--- config.mk ---
export PLATFORM = sky130hd
export DESIGN_NAME = glyph_contour_segment_decoder
export DESIGN_NICKNAME = d
export VERILOG_FILES = /design/src/rtl/core/gcsd_pkg.sv /design/src/rtl/core/gcsd_in_stage.sv /design/src/rtl/core/gcsd_contour.sv /design/src/rtl/core/gcsd_out_stage.sv /design/src/rtl/core/glyph_contour_segment_decoder.sv
export SDC_FILE = /design/constraint.sdc
export NUM_CORES = 1
export LEC_CHECK = 0
export ABC_CLOCK_PERIOD_IN_PS = 10800
export BUFFER_PORTS_ARGS = -buffer_cell sky130_fd_sc_hd__buf_2
export CAP_MARGIN = 0
export CORE_MARGIN = 2
export CORE_UTILIZATION = 55
export DETAILED_ROUTE_END_ITERATION = 8
export GPL_ROUTABILITY_DRIVEN = 0
export PLACE_DENSITY = 0.8
export SLEW_MARGIN = 5
export SYNTH_ARGS = -nofsm -noshare
export SYNTH_HDL_FRONTEND = slang
export SYNTH_SLANG_ARGS = --single-unit
--- constraint.sdc ---
create_clock -name clk -period 10.8 [get_ports clk]
set_input_delay 1.62 -clock clk [delete_from_list [all_inputs] [get_ports clk]]
set_output_delay 1.62 -clock clk [all_outputs]
set_load 0.005 [all_outputs]
--- src/rtl/core/gcsd_pkg.sv ---
// Shared types and constants of the glyph contour segment decoder.
// No dependencies; every other file of the block imports it.
package gcsd_pkg;

	localparam int OUT_W     = 16;
	localparam int CFG_IDX_W = 8;

	localparam logic [CFG_IDX_W-1:0] CFG_SHIFT_X = 8'd0;
	localparam logic [CFG_IDX_W-1:0] CFG_SHIFT_Y = 8'd1;

	localparam logic [15:0] SHIFT_X_RESET = 16'd0;
	localparam logic [15:0] SHIFT_Y_RESET = 16'd30;

	localparam logic SEG_LINE  = 1'b0;
	localparam logic SEG_CURVE = 1'b1;

	typedef struct packed {
		logic             kind;
		logic [OUT_W-1:0] from_x;
		logic [OUT_W-1:0] from_y;
		logic [OUT_W-1:0] control_x;
		logic [OUT_W-1:0] control_y;
		logic [OUT_W-1:0] to_x;
		logic [OUT_W-1:0] to_y;
	} seg_t;

	// Segments caused by one point: none, seg0 alone, or seg0 then seg1.
	typedef struct packed {
		logic any;
		logic two;
		seg_t seg0;
		seg_t seg1;
	} emit_t;

	function automatic seg_t make_seg(input logic kind,
			input logic [OUT_W-1:0] fx, input logic [OUT_W-1:0] fy,
			input logic [OUT_W-1:0] cx, input logic [OUT_W-1:0] cy,
			input logic [OUT_W-1:0] tx, input logic [OUT_W-1:0] ty);
		seg_t s;
		s.kind      = kind;
		s.from_x    = fx;
		s.from_y    = fy;
		s.control_x = cx;
		s.control_y = cy;
		s.to_x      = tx;
		s.to_y      = ty;
		return s;
	endfunction

endpackage

--- src/rtl/core/gcsd_in_stage.sv ---
// Offset registers and input register of the segment decoder.
// Depends on gcsd_pkg.
module gcsd_in_stage import gcsd_pkg::*; #(
	parameter int COORD_BITS = 16
) (
	input  logic                  clk,
	input  logic                  arst_n,
	input  logic                  cfg_valid,
	input  logic [CFG_IDX_W-1:0]  cfg_index,
	input  logic [15:0]           cfg_data,
	input  logic                  in_valid,
	output logic                  in_ready,
	input  logic [15:0]           point_x,
	input  logic [15:0]           point_y,
	input  logic                  on_curve,
	input  logic                  contour_end,
	input  logic                  take,
	output logic                  valid_s1,
	output logic [COORD_BITS-1:0] x_s1,
	output logic [COORD_BITS-1:0] y_s1,
	output logic                  oc_s1,
	output logic                  end_s1
);

	localparam int EXT_W = (COORD_BITS > 16) ? COORD_BITS : 16;

	logic [15:0]      shift_x_q;
	logic [15:0]      shift_y_q;
	logic [EXT_W-1:0] sum_x;
	logic [EXT_W-1:0] sum_y;

	// sign-extend the raw point, zero-extend the offset, wrap to COORD_BITS
	assign sum_x = EXT_W'(signed'(point_x)) + EXT_W'(shift_x_q);
	assign sum_y = EXT_W'(signed'(point_y)) + EXT_W'(shift_y_q);

	assign in_ready = !valid_s1 || take;

	always_ff @(posedge clk or negedge arst_n) begin
		if (!arst_n) begin
			shift_x_q <= SHIFT_X_RESET;
			shift_y_q <= SHIFT_Y_RESET;
		end else if (cfg_valid) begin
			if (cfg_index == CFG_SHIFT_X) shift_x_q <= cfg_data;
			if (cfg_index == CFG_SHIFT_Y) shift_y_q <= cfg_data;
		end
	end

	always_ff @(posedge clk or negedge arst_n) begin
		if (!arst_n) begin
			valid_s1 <= 1'b0;
		end else if (in_ready) begin
			valid_s1 <= in_valid;
		end
	end

	always_ff @(posedge clk) begin
		if (in_ready && in_valid) begin
			x_s1   <= sum_x[COORD_BITS-1:0];
			y_s1   <= sum_y[COORD_BITS-1:0];
			oc_s1  <= on_curve;
			end_s1 <= contour_end;
		end
	end

endmodule

--- src/rtl/core/gcsd_contour.sv ---
// Contour state machine: turns one offset point into zero, one or two segments.
// Depends on gcsd_pkg.
module gcsd_contour import gcsd_pkg::*; #(
	parameter int COORD_BITS = 16
) (
	input  logic                  clk,
	input  logic                  arst_n,
	input  logic [COORD_BITS-1:0] x,
	input  logic [COORD_BITS-1:0] y,
	input  logic                  oc,
	input  logic                  pt_end,
	input  logic                  take,
	output emit_t                 emit
);

	localparam logic [1:0] PH_START   = 2'd0;
	localparam logic [1:0] PH_ANCHOR  = 2'd1;
	localparam logic [1:0] PH_CONTROL = 2'd2;

	logic [1:0]            ph_q, ph_n;
	logic [COORD_BITS-1:0] anc_x_q, anc_y_q, anc_x_n, anc_y_n;
	logic [COORD_BITS-1:0] prior_x_q, prior_y_q;
	logic [COORD_BITS-1:0] first_x_q, first_y_q, first_x_n, first_y_n;
	logic                  first_oc_q, first_oc_n;
	logic [COORD_BITS:0]   sum_px, sum_py, sum_fx, sum_fy;
	logic [COORD_BITS-1:0] mid_px, mid_py, mid_fx, mid_fy;
	logic                  main_v;
	seg_t                  main_seg, close_seg;

	assign first_x_n  = (ph_q == PH_START) ? x  : first_x_q;
	assign first_y_n  = (ph_q == PH_START) ? y  : first_y_q;
	assign first_oc_n = (ph_q == PH_START) ? oc : first_oc_q;

	// implied midpoints, taken on the unwrapped sum
	assign sum_px = {1'b0, prior_x_q} + {1'b0, x};
	assign sum_py = {1'b0, prior_y_q} + {1'b0, y};
	assign sum_fx = {1'b0, x} + {1'b0, first_x_n};
	assign sum_fy = {1'b0, y} + {1'b0, first_y_n};
	assign mid_px = sum_px[COORD_BITS:1];
	assign mid_py = sum_py[COORD_BITS:1];
	assign mid_fx = sum_fx[COORD_BITS:1];
	assign mid_fy = sum_fy[COORD_BITS:1];

	always_comb begin
		ph_n     = ph_q;
		anc_x_n  = anc_x_q;
		anc_y_n  = anc_y_q;
		main_v   = 1'b0;
		main_seg = '0;
		unique case (ph_q)
			PH_START: begin
				anc_x_n = x;
				anc_y_n = y;
				ph_n    = PH_ANCHOR;
			end
			PH_ANCHOR: begin
				if (oc) begin
					main_v   = 1'b1;
					main_seg = make_seg(SEG_LINE, OUT_W'(anc_x_q), OUT_W'(anc_y_q),
						'0, '0, OUT_W'(x), OUT_W'(y));
					anc_x_n  = x;
					anc_y_n  = y;
				end else begin
					ph_n = PH_CONTROL;
				end
			end
			default: begin
				// pending control point; the unused code behaves the same
				main_v = 1'b1;
				if (oc) begin
					main_seg = make_seg(SEG_CURVE, OUT_W'(anc_x_q), OUT_W'(anc_y_q),
						OUT_W'(prior_x_q), OUT_W'(prior_y_q), OUT_W'(x), OUT_W'(y));
					anc_x_n  = x;
					anc_y_n  = y;
					ph_n     = PH_ANCHOR;
				end else begin
					main_seg = make_seg(SEG_CURVE, OUT_W'(anc_x_q), OUT_W'(anc_y_q),
						OUT_W'(prior_x_q), OUT_W'(prior_y_q),
						OUT_W'(mid_px), OUT_W'(mid_py));
					anc_x_n  = mid_px;
					anc_y_n  = mid_py;
					ph_n     = PH_CONTROL;
				end
			end
		endcase

		// closing segment back to the first point of the contour
		if (ph_n == PH_CONTROL) begin
			if (first_oc_n) begin
				close_seg = make_seg(SEG_CURVE, OUT_W'(anc_x_n), OUT_W'(anc_y_n),
					OUT_W'(x), OUT_W'(y), OUT_W'(first_x_n), OUT_W'(first_y_n));
			end else begin
				close_seg = make_seg(SEG_CURVE, OUT_W'(anc_x_n), OUT_W'(anc_y_n),
					OUT_W'(x), OUT_W'(y), OUT_W'(mid_fx), OUT_W'(mid_fy));
			end
		end else begin
			close_seg = make_seg(SEG_LINE, OUT_W'(x), OUT_W'(y), '0, '0,
				OUT_W'(first_x_n), OUT_W'(first_y_n));
		end

		if (pt_end) ph_n = PH_START;
	end

	assign emit.any  = main_v || pt_end;
	assign emit.two  = main_v && pt_end;
	assign emit.seg0 = main_v ? main_seg : close_seg;
	assign emit.seg1 = close_seg;

	always_ff @(posedge clk or negedge arst_n) begin
		if (!arst_n) begin
			ph_q       <= PH_START;
			anc_x_q    <= '0;
			anc_y_q    <= '0;
			prior_x_q  <= '0;
			prior_y_q  <= '0;
			first_x_q  <= '0;
			first_y_q  <= '0;
			first_oc_q <= 1'b0;
		end else if (take) begin
			ph_q       <= ph_n;
			anc_x_q    <= anc_x_n;
			anc_y_q    <= anc_y_n;
			prior_x_q  <= x;
			prior_y_q  <= y;
			first_x_q  <= first_x_n;
			first_y_q  <= first_y_n;
			first_oc_q <= first_oc_n;
		end
	end

endmodule

--- src/rtl/core/gcsd_out_stage.sv ---
// Result register: holds the segments of one point and sends them one word at a time.
// Depends on gcsd_pkg.
module gcsd_out_stage import gcsd_pkg::*; (
	input  logic        clk,
	input  logic        arst_n,
	input  logic        load,
	input  emit_t       emit,
	output logic        room,
	output logic        out_valid,
	input  logic        out_ready,
	output logic [95:0] out_data,
	output logic        out_last,
	output logic        out_kind
);

	logic valid_s2;
	logic sel_s2;
	logic two_s2;
	seg_t seg_a_s2;
	seg_t seg_b_s2;
	seg_t shown;

	assign shown     = sel_s2 ? seg_b_s2 : seg_a_s2;
	assign out_valid = valid_s2;
	assign out_last  = !two_s2 || sel_s2;
	assign out_kind  = shown.kind;
	assign out_data  = {shown.to_y, shown.to_x, shown.control_y, shown.control_x,
		shown.from_y, shown.from_x};
	assign room      = !valid_s2 || (out_ready && out_last);

	always_ff @(posedge clk or negedge arst_n) begin
		if (!arst_n) begin
			valid_s2 <= 1'b0;
			sel_s2   <= 1'b0;
			two_s2   <= 1'b0;
		end else if (load) begin
			valid_s2 <= 1'b1;
			sel_s2   <= 1'b0;
			two_s2   <= emit.two;
		end else if (valid_s2 && out_ready) begin
			if (out_last) valid_s2 <= 1'b0;
			else          sel_s2   <= 1'b1;
		end
	end

	always_ff @(posedge clk) begin
		if (load) begin
			seg_a_s2 <= emit.seg0;
			seg_b_s2 <= emit.seg1;
		end
	end

endmodule

--- src/rtl/core/glyph_contour_segment_decoder.sv ---
// Top level of the glyph contour segment decoder: outline points in, segments out.
// Depends on gcsd_pkg, gcsd_in_stage, gcsd_contour and gcsd_out_stage.
//
//  channel  | direction | handshake                | carries
//  ---------+-----------+--------------------------+------------------------------------
//  s_axis   | in        | s_axis_tvalid/tready     | one outline point per word
//  m_axis   | out       | m_axis_tvalid/tready     | one line or curve segment per word
//  cfg      | in        | cfg_valid/cfg_ready      | offset register writes
//
// A point is registered on entry, decoded combinationally and its segments land in the
// result register, from which the first segment shows on m_axis.
// Points causing zero or one segment go at one per cycle while m_axis is ready; one causing two
// segments (a contour end after a line or curve) holds the result register until both are taken.
// While a finished segment waits on m_axis, words that cause no segment keep passing;
// a word that causes one holds in the input register until the result register frees.
// Reset clears the contour state to "awaiting contour start" and the offsets to 0 and 30.
module glyph_contour_segment_decoder import gcsd_pkg::*; #(
	parameter int COORD_BITS = 16
) (
	input  logic                 clk,
	input  logic                 arst_n,
	// configuration writes
	input  logic                 cfg_valid,
	output logic                 cfg_ready,
	input  logic [CFG_IDX_W-1:0] cfg_index,
	input  logic [15:0]          cfg_data,
	// point input
	input  logic                 s_axis_tvalid,
	output logic                 s_axis_tready,
	input  logic [31:0]          s_axis_tdata,  // point_x[15:0], point_y[31:16]
	input  logic                 s_axis_tuser,  // on_curve
	input  logic                 s_axis_tlast,  // contour_end
	// segment output
	output logic                 m_axis_tvalid,
	input  logic                 m_axis_tready,
	output logic [95:0]          m_axis_tdata,  // from_x, from_y, control_x, control_y,
	                                            // to_x, to_y, 16 bits each from bit 0
	output logic                 m_axis_tuser,  // segment_kind
	output logic                 m_axis_tlast   // last
);

	logic                  valid_s1;
	logic [COORD_BITS-1:0] x_s1;
	logic [COORD_BITS-1:0] y_s1;
	logic                  oc_s1;
	logic                  end_s1;
	logic                  take;
	logic                  room;
	emit_t                 emit;

	// offset registers are always writable; the user must write them only while idle, the block does not enforce it
	assign cfg_ready = 1'b1;

	// advance the registered point when it causes no segment or its segments fit in the result register
	assign take = valid_s1 && (!emit.any || room);

	gcsd_in_stage #(.COORD_BITS(COORD_BITS)) u_in (
		.clk         (clk),
		.arst_n      (arst_n),
		.cfg_valid   (cfg_valid),
		.cfg_index   (cfg_index),
		.cfg_data    (cfg_data),
		.in_valid    (s_axis_tvalid),
		.in_ready    (s_axis_tready),
		.point_x     (s_axis_tdata[15:0]),
		.point_y     (s_axis_tdata[31:16]),
		.on_curve    (s_axis_tuser),
		.contour_end (s_axis_tlast),
		.take        (take),
		.valid_s1    (valid_s1),
		.x_s1        (x_s1),
		.y_s1        (y_s1),
		.oc_s1       (oc_s1),
		.end_s1      (end_s1)
	);

	gcsd_contour #(.COORD_BITS(COORD_BITS)) u_contour (
		.clk    (clk),
		.arst_n (arst_n),
		.x      (x_s1),
		.y      (y_s1),
		.oc     (oc_s1),
		.pt_end (end_s1),
		.take   (take),
		.emit   (emit)
	);

	gcsd_out_stage u_out (
		.clk       (clk),
		.arst_n    (arst_n),
		.load      (take && emit.any),
		.emit      (emit),
		.room      (room),
		.out_valid (m_axis_tvalid),
		.out_ready (m_axis_tready),
		.out_data  (m_axis_tdata),
		.out_last  (m_axis_tlast),
		.out_kind  (m_axis_tuser)
	);

endmodule

==> results of run 1 <==
## worst min path at each step
stage                                       startpoint                            endpoint  slack [ps]
floorplan           u_contour.first_x_q[2]$_DFFE_PN0P_  u_contour.first_x_q[2]$_DFFE_PN0P_         440
global placement    u_contour.first_x_q[3]$_DFFE_PN0P_  u_contour.first_x_q[3]$_DFFE_PN0P_         460
detailed placement  u_contour.first_x_q[6]$_DFFE_PN0P_  u_contour.first_x_q[6]$_DFFE_PN0P_         470
CTS                 u_contour.first_x_q[6]$_DFFE_PN0P_  u_contour.first_x_q[6]$_DFFE_PN0P_         480
global route        u_contour.first_y_q[6]$_DFFE_PN0P_  u_contour.first_y_q[6]$_DFFE_PN0P_         510
finish              u_contour.first_x_q[6]$_DFFE_PN0P_  u_contour.first_x_q[6]$_DFFE_PN0P_         480
## area by class of cell
type,count,area (µm²),area share
flip-flops and latches,363,10200,0.448
multi-input cells,1482,9520,0.417
clock buffers,54,1140,0.0501
repair buffers,184,982,0.0430
well taps,468,586,0.0256
clock inverters,16,204,0.00893
inverters,46,173,0.00756
## per-layer routing
layer / global-route usage / part of all wire / up-vias
met3: 0.0701 / 0.11 / 123
li1: - / - / 7383
met4: 0.109 / 0.036 / 0
met1: 0.369 / 0.39 / 7567
met2: 0.456 / 0.46 / 930
met5: 0 / 0 / -
## flip-flops by register name, summed over array words and instances (netlist names), 2 cells and up
register	count
u_out.seg_a_s2	97
u_contour.ph_q	2
u_contour.anc_y_q	16
u_out.seg_b_s2	97
u_in.shift_y_q	16
u_in.y_s1	16
u_in.shift_x_q	16
u_contour.first_y_q	16
u_contour.first_x_q	16
u_contour.prior_y_q	16
u_in.x_s1	16
u_contour.prior_x_q	16
u_contour.anc_x_q	16
## cell families after synthesis
logic type | Yosys count | share of synthesized area
AND/OR/NAND/NOR | 675 | 0.141
AO/OA/AOI/OAI | 493 | 0.154
flip-flops | 363 | 0.505
multiplexers | 144 | 0.0796
buffers and inverters | 142 | 0.0273
adder cells (fa/ha/maj) | 100 | 0.0639
XOR/XNOR | 69 | 0.0298
other | 1 | 0.000185
## power breakdown
group / internal [W] / switching, W
combinational: 0.00141 / 0.00218
clock: 0.000858 / 0.000541
sequential: 0.00217 / 0.000331
## synthesized netlist by cell type (7+ instances only)
cell type / count
a21o_1: 41
nor3_1: 8
a21boi_0: 10
a211oi_1: 16
clkbuf_1: 78
o21ai_0: 139
a31oi_1: 34
nand3_1: 16
inv_1: 46
o21ai_1: 14
edfxtp_1: 228
a221o_1: 11
mux2_2: 138
nor2_1: 123
a22oi_1: 25
and3_1: 8
ha_1: 94
and2_1: 43
dfrtp_1: 131
nand4_1: 7
nand2b_1: 17
buf_2: 10
nand2_1: 419
a22o_1: 9
a21oi_1: 108
xor2_1: 30
o21a_1: 11
o31ai_1: 9
o211ai_1: 15
xnor2_1: 39
nor2b_1: 17
## stage by stage
| stage | total power (W) | std cells | hold WS, ps | setup slack (ps) | utilization |
|---|---|---|---|---|---|
| final | 0.00750 | 2613 | 479 | 6110 | 0.627 |
| after global routing | 0.00796 | 2613 | 506 | 5650 | 0.627 |
| after CTS | 0.00745 | 2613 | 478 | 6170 | 0.627 |
| after detailed placement | 0.00602 | 2543 | 465 | 6090 | 0.590 |
| after global placement | 0.00590 | 2543 | 460 | 6250 | 0.590 |
| after floorplan | 0.00492 | 1987 | 445 | 3180 | - |
## critical path: stages, from the launching register on
cell and delay [ps]:
dfrtp_2 340, buf_4 610, or2_2 530, buf_4 540, a21boi_0 270, inv_1 100
ha_1 270, a21oi_1 240, o211ai_2 160, a2111oi_2 390, o21bai_1 190, o31ai_1 300
mux2i_1 290, a31oi_1 110
==> results.toml, run 1 <==
[synthesis]
ys_seq_area_frac = 0.505
ys_types = 73
syn_area_mm2 = 0.0203
synth_enable_flop_cells = 228
yosys_warnings = 0
synth_async_sr_flop_share = 0.372
yosys_most_used_dff = "edfxtp_1"
syn_nets = 2150
ys_ff_latch = 363
yosysTopAreaCellShare = 0.338
netlist_instances = 1987
synth_area_leaders = "edfxtp_1 34%, dfrtp_1 16%, nand2_1 7.8%"
synth_largest_area_cell = "edfxtp_1"
syn_avg_cell_area_um2 = 10.2

[timing]
max-slew-margin-rel = 0.320
tns_ps = 0
max_slew.worst_pin.slew_ps = 1020
fmax_mhz = 213
rsz0062_at_grt = "false"
hold_viol_final = 0
fin_crit_sh = 0.434
finalSetupViolCount = 0
fin_crit_ps = 4690
maxSlewViolCount = 0
fin_worst_skew_ps = 30.0

[worst_setup_path]
cp.required_ps = 11090
r2r_start = "u_contour.ph_q[1]$_DFFE_PN0P_"
critical_path_arrival_ps = 4980
endpoint = "u_out.seg_b_s2[14]$_DFFE_PP_"
end_kind = "register"
path_max_fanout = 86
reg2reg_slack_ps = 6110
crit_start = "u_contour.ph_q[1]$_DFFE_PN0P_"
setup.worst_path.start_class = "register"
reg2reg_depth = 13
worstSetupPathType = "reg -> reg"
worstReg2RegEnd = "u_out.seg_b_s2[14]$_DFFE_PP_"

[route]
vias_per_cell = 6.12
drc = 0
ant_nets = 0
num_vias = 16003
drtIter0Drc = 1840
drt_first_pass_iters = 8
routed_wl_um = 54200
avgRoutedWirePerCell_um = 20.7

[placement]
hpwl_um = 37700
io_buffers = 162
placed_cell_area_mm2 = 0.0215

[floorplan]
die_w_um = 196
coreArea_mm2 = 0.0364
die_area_mm2 = 0.0384
std_cell_rows = 70
start_util = 0.556
die_y_um = 196
ios = 164

[job]
cap_viol_max_count = 0

[cells_and_area]
drive_gt1_frac = 0.191
design_area_mm2 = 0.0228
fin_nets = 2279
final_cell_mix = "419 x nand2_1, 228 x edfxtp_1, 161 x buf_2"
layout_commonest_cell = "nand2_1"
antenna_cells = 0
fill_cells = 2862
synthToLayoutAreaGrowth_pct = 12.7

[power_and_ir_drop]
ir_worst_vdd_v = 0.000176
powerDensity_mw_per_mm2 = 328
power_leakage_nw = 9.82

[clock_network]
clock_sinks = 363
tritoncts = "built"
worstSkewPairLatency_ps = 560
cts_setup_buffers = 0
cts_resized = 0
h-tree-depth = 2
path_clk_slew_ps = 60
clk_path_buf_depth = 3
numCtsBuffers = 39
root_buffer = "clkbuf_16"
ctsHoldBuffers = 0

[global_route]
grt_pass1_vias = 15516
grt_max_degree = 87
grt_pass1_wl_um = 84700
grt_usage = 0.282
antenna_found_initial = 0
gr-total-overflow = 0

[min_path]
worst_hold_path_type = "reg -> reg"
hold_depth = 2

[status]
status = "completed"
Power figures use the tool's default switching activity.
==> run 2, diff against run 1 <==
- ABC_CLOCK_PERIOD_IN_PS: 10800 -> 4300
- clock period: 10.8 -> 4.3 ns (I/O delays scaled with it)
==> results.toml, run 2 (synthesis gave the netlist of run 1 again) <==
[worst_setup_path]
slowest_stage = "a311oi_1"
critPathBufInv = 1
end_kind = "register"
path_cells = "or2_2, a21boi_0, inv_1, ha_1, a21o_1, a311oi_1, o21ai_1, a21o_1, a31oi_1, mux2_2, a211oi_1"
cp.required_ps = 4690
cpLargestDelayFamily = "compound AO/OA/AOI/OAI gates"
worstSetupPathType = "reg -> reg"
path_max_fanout = 21
crit_path_frequent_cell = "a21o_1"
cp_slowest_stage_delay_ps = 620
setup.worst_path.start_class = "register"
critical_path_arrival_ps = 4420

[global_route]
gr-total-overflow = 0
grt_pass1_wl_um = 86200
grt_max_degree = 124
antenna_found_initial = 0
grt_pass1_vias = 15835
grt_usage = 0.289

[route]
avgRoutedWirePerCell_um = 21.2
vias_per_cell = 6.15
drt_first_pass_iters = 6
drtIter0Drc = 1829
num_vias = 16139
routed_wl_um = 55600
ant_nets = 0
drc = 0

[floorplan]
coreArea_mm2 = 0.0364
start_util = 0.556
std_cell_rows = 70
die_w_um = 196
die_area_mm2 = 0.0384
die_y_um = 196
ios = 164

[timing]
hold_viol_final = 0
rsz0062_at_grt = "false"
fin_worst_skew_ps = 23.1
fmax_mhz = 248
tns_ps = 0
maxSlewViolCount = 0
max_slew.worst_pin.slew_ps = 1050
fin_ws_ps = 264
fin_crit_sh = 0.939
max-slew-margin-rel = 0.297
finalSetupViolCount = 0
fin_crit_ps = 4040

[cells_and_area]
drive_gt1_frac = 0.195
layout_commonest_cell = "nand2_1"
antenna_cells = 0
final_cell_mix = "419 x nand2_1, 228 x edfxtp_1, 161 x buf_2"
final_core_util = 0.629
largestRegisters = "u_out.seg_a_s2: 97 flops, u_out.seg_b_s2: 97 flops"
synthToLayoutAreaGrowth_pct = 13.0
fin_nets = 2290

[clock_network]
clock_sinks = 363
root_buffer = "clkbuf_16"
ctsHoldBuffers = 0
clk_path_buf_depth = 3
cts_resized = 0
h-tree-depth = 2
numCtsBuffers = 39
tritoncts = "built"
path_clk_slew_ps = 60
cts_setup_buffers = 0
worstSkewPairLatency_ps = 560

[placement]
dp_worst_setup_slack_ps = 412
hpwl_um = 39500
io_buffers = 162

[min_path]
worst_hold_path_type = "in -> async"

[status]
status = "completed"

[power_and_ir_drop]
power_leakage_nw = 9.85
powerDensity_mw_per_mm2 = 825
ir_worst_vdd_v = 0.000362

[job]
cap_viol_max_count = 0
## run 2: cell count changes in the layout (fill, tap and decap cells not counted), sizes merged
cell      before  now
clkinv        11   10
inv           46   47
clkinvlp       0    5
clkbuf        54   52
buf          184  195
bufinv         5    3
## run 2: where the power goes
group	internal [W]	switching (W)	total, W
logic	0.00360	0.00567	0.00927
clock network	0.00205	0.00140	0.00345
registers	0.00546	0.000745	0.00620
## run 2: final cells by class
| cell class | count | area [µm²] |
|---|---|---|
| fillers | 2843 | 13500 |
| clock buffers | 52 | 1140 |
| flip-flops and latches | 363 | 10200 |
| well taps | 468 | 586 |
| inverters | 46 | 173 |
| multi-input cells | 1482 | 9530 |
| clock inverters | 19 | 180 |
| repair buffers | 195 | 1080 |
## run 2: final timing paths
check,end,cells after the start,slack [ps],from
max in group asynchronous,u_in.shift_y_q[1]$_DFFE_PN1P_,2,3070,arst_n
worst max-delay path,u_out.seg_a_s2[30]$_DFFE_PP_,11,260,u_contour.ph_q[0]$_DFFE_PN0P_
worst min register to register,u_contour.first_x_q[3]$_DFFE_PN0P_,2,480,u_contour.first_x_q[3]$_DFFE_PN0P_
worst min-delay path,u_contour.prior_x_q[13]$_DFFE_PN0P_,1,250,arst_n
worst max register to register,u_out.seg_a_s2[30]$_DFFE_PP_,11,260,u_contour.ph_q[0]$_DFFE_PN0P_
min in group clk,u_in.end_s1$_DFFE_PP_,1,270,s_axis_tlast
## run 2: metal layers
| metal | vias up | GRT usage | part of all wire | routed length (µm) |
|---|---|---|---|---|
| met1 | 7651 | 0.374 | 0.39 | 21800 |
| li1 | 7435 | - | - | - |
| met2 | 893 | 0.467 | 0.46 | 25500 |
| met5 | - | 0 | 0 | 0 |
| met3 | 160 | 0.0564 | 0.10 | 5630 |
| met4 | 0 | 0.149 | 0.047 | 2620 |
## run 2: metrics by stage
| stage | std cells | area [µm²] | hold WS, ps | total power [W] |
|---|---|---|---|---|
| 5_1_grt | 2625 | 22900 | 266 | 0.0200 |
| 6_report | 2625 | 22900 | 255 | 0.0189 |
| 3_3_place_gp | 2554 | 21600 | 458 | 0.0149 |
| 3_5_place_dp | 2554 | 21600 | 465 | 0.0153 |
| 4_1_cts | 2625 | 22900 | 253 | 0.0188 |
| 2_1_floorplan | 1987 | 20300 | 349 | 0.0123 |
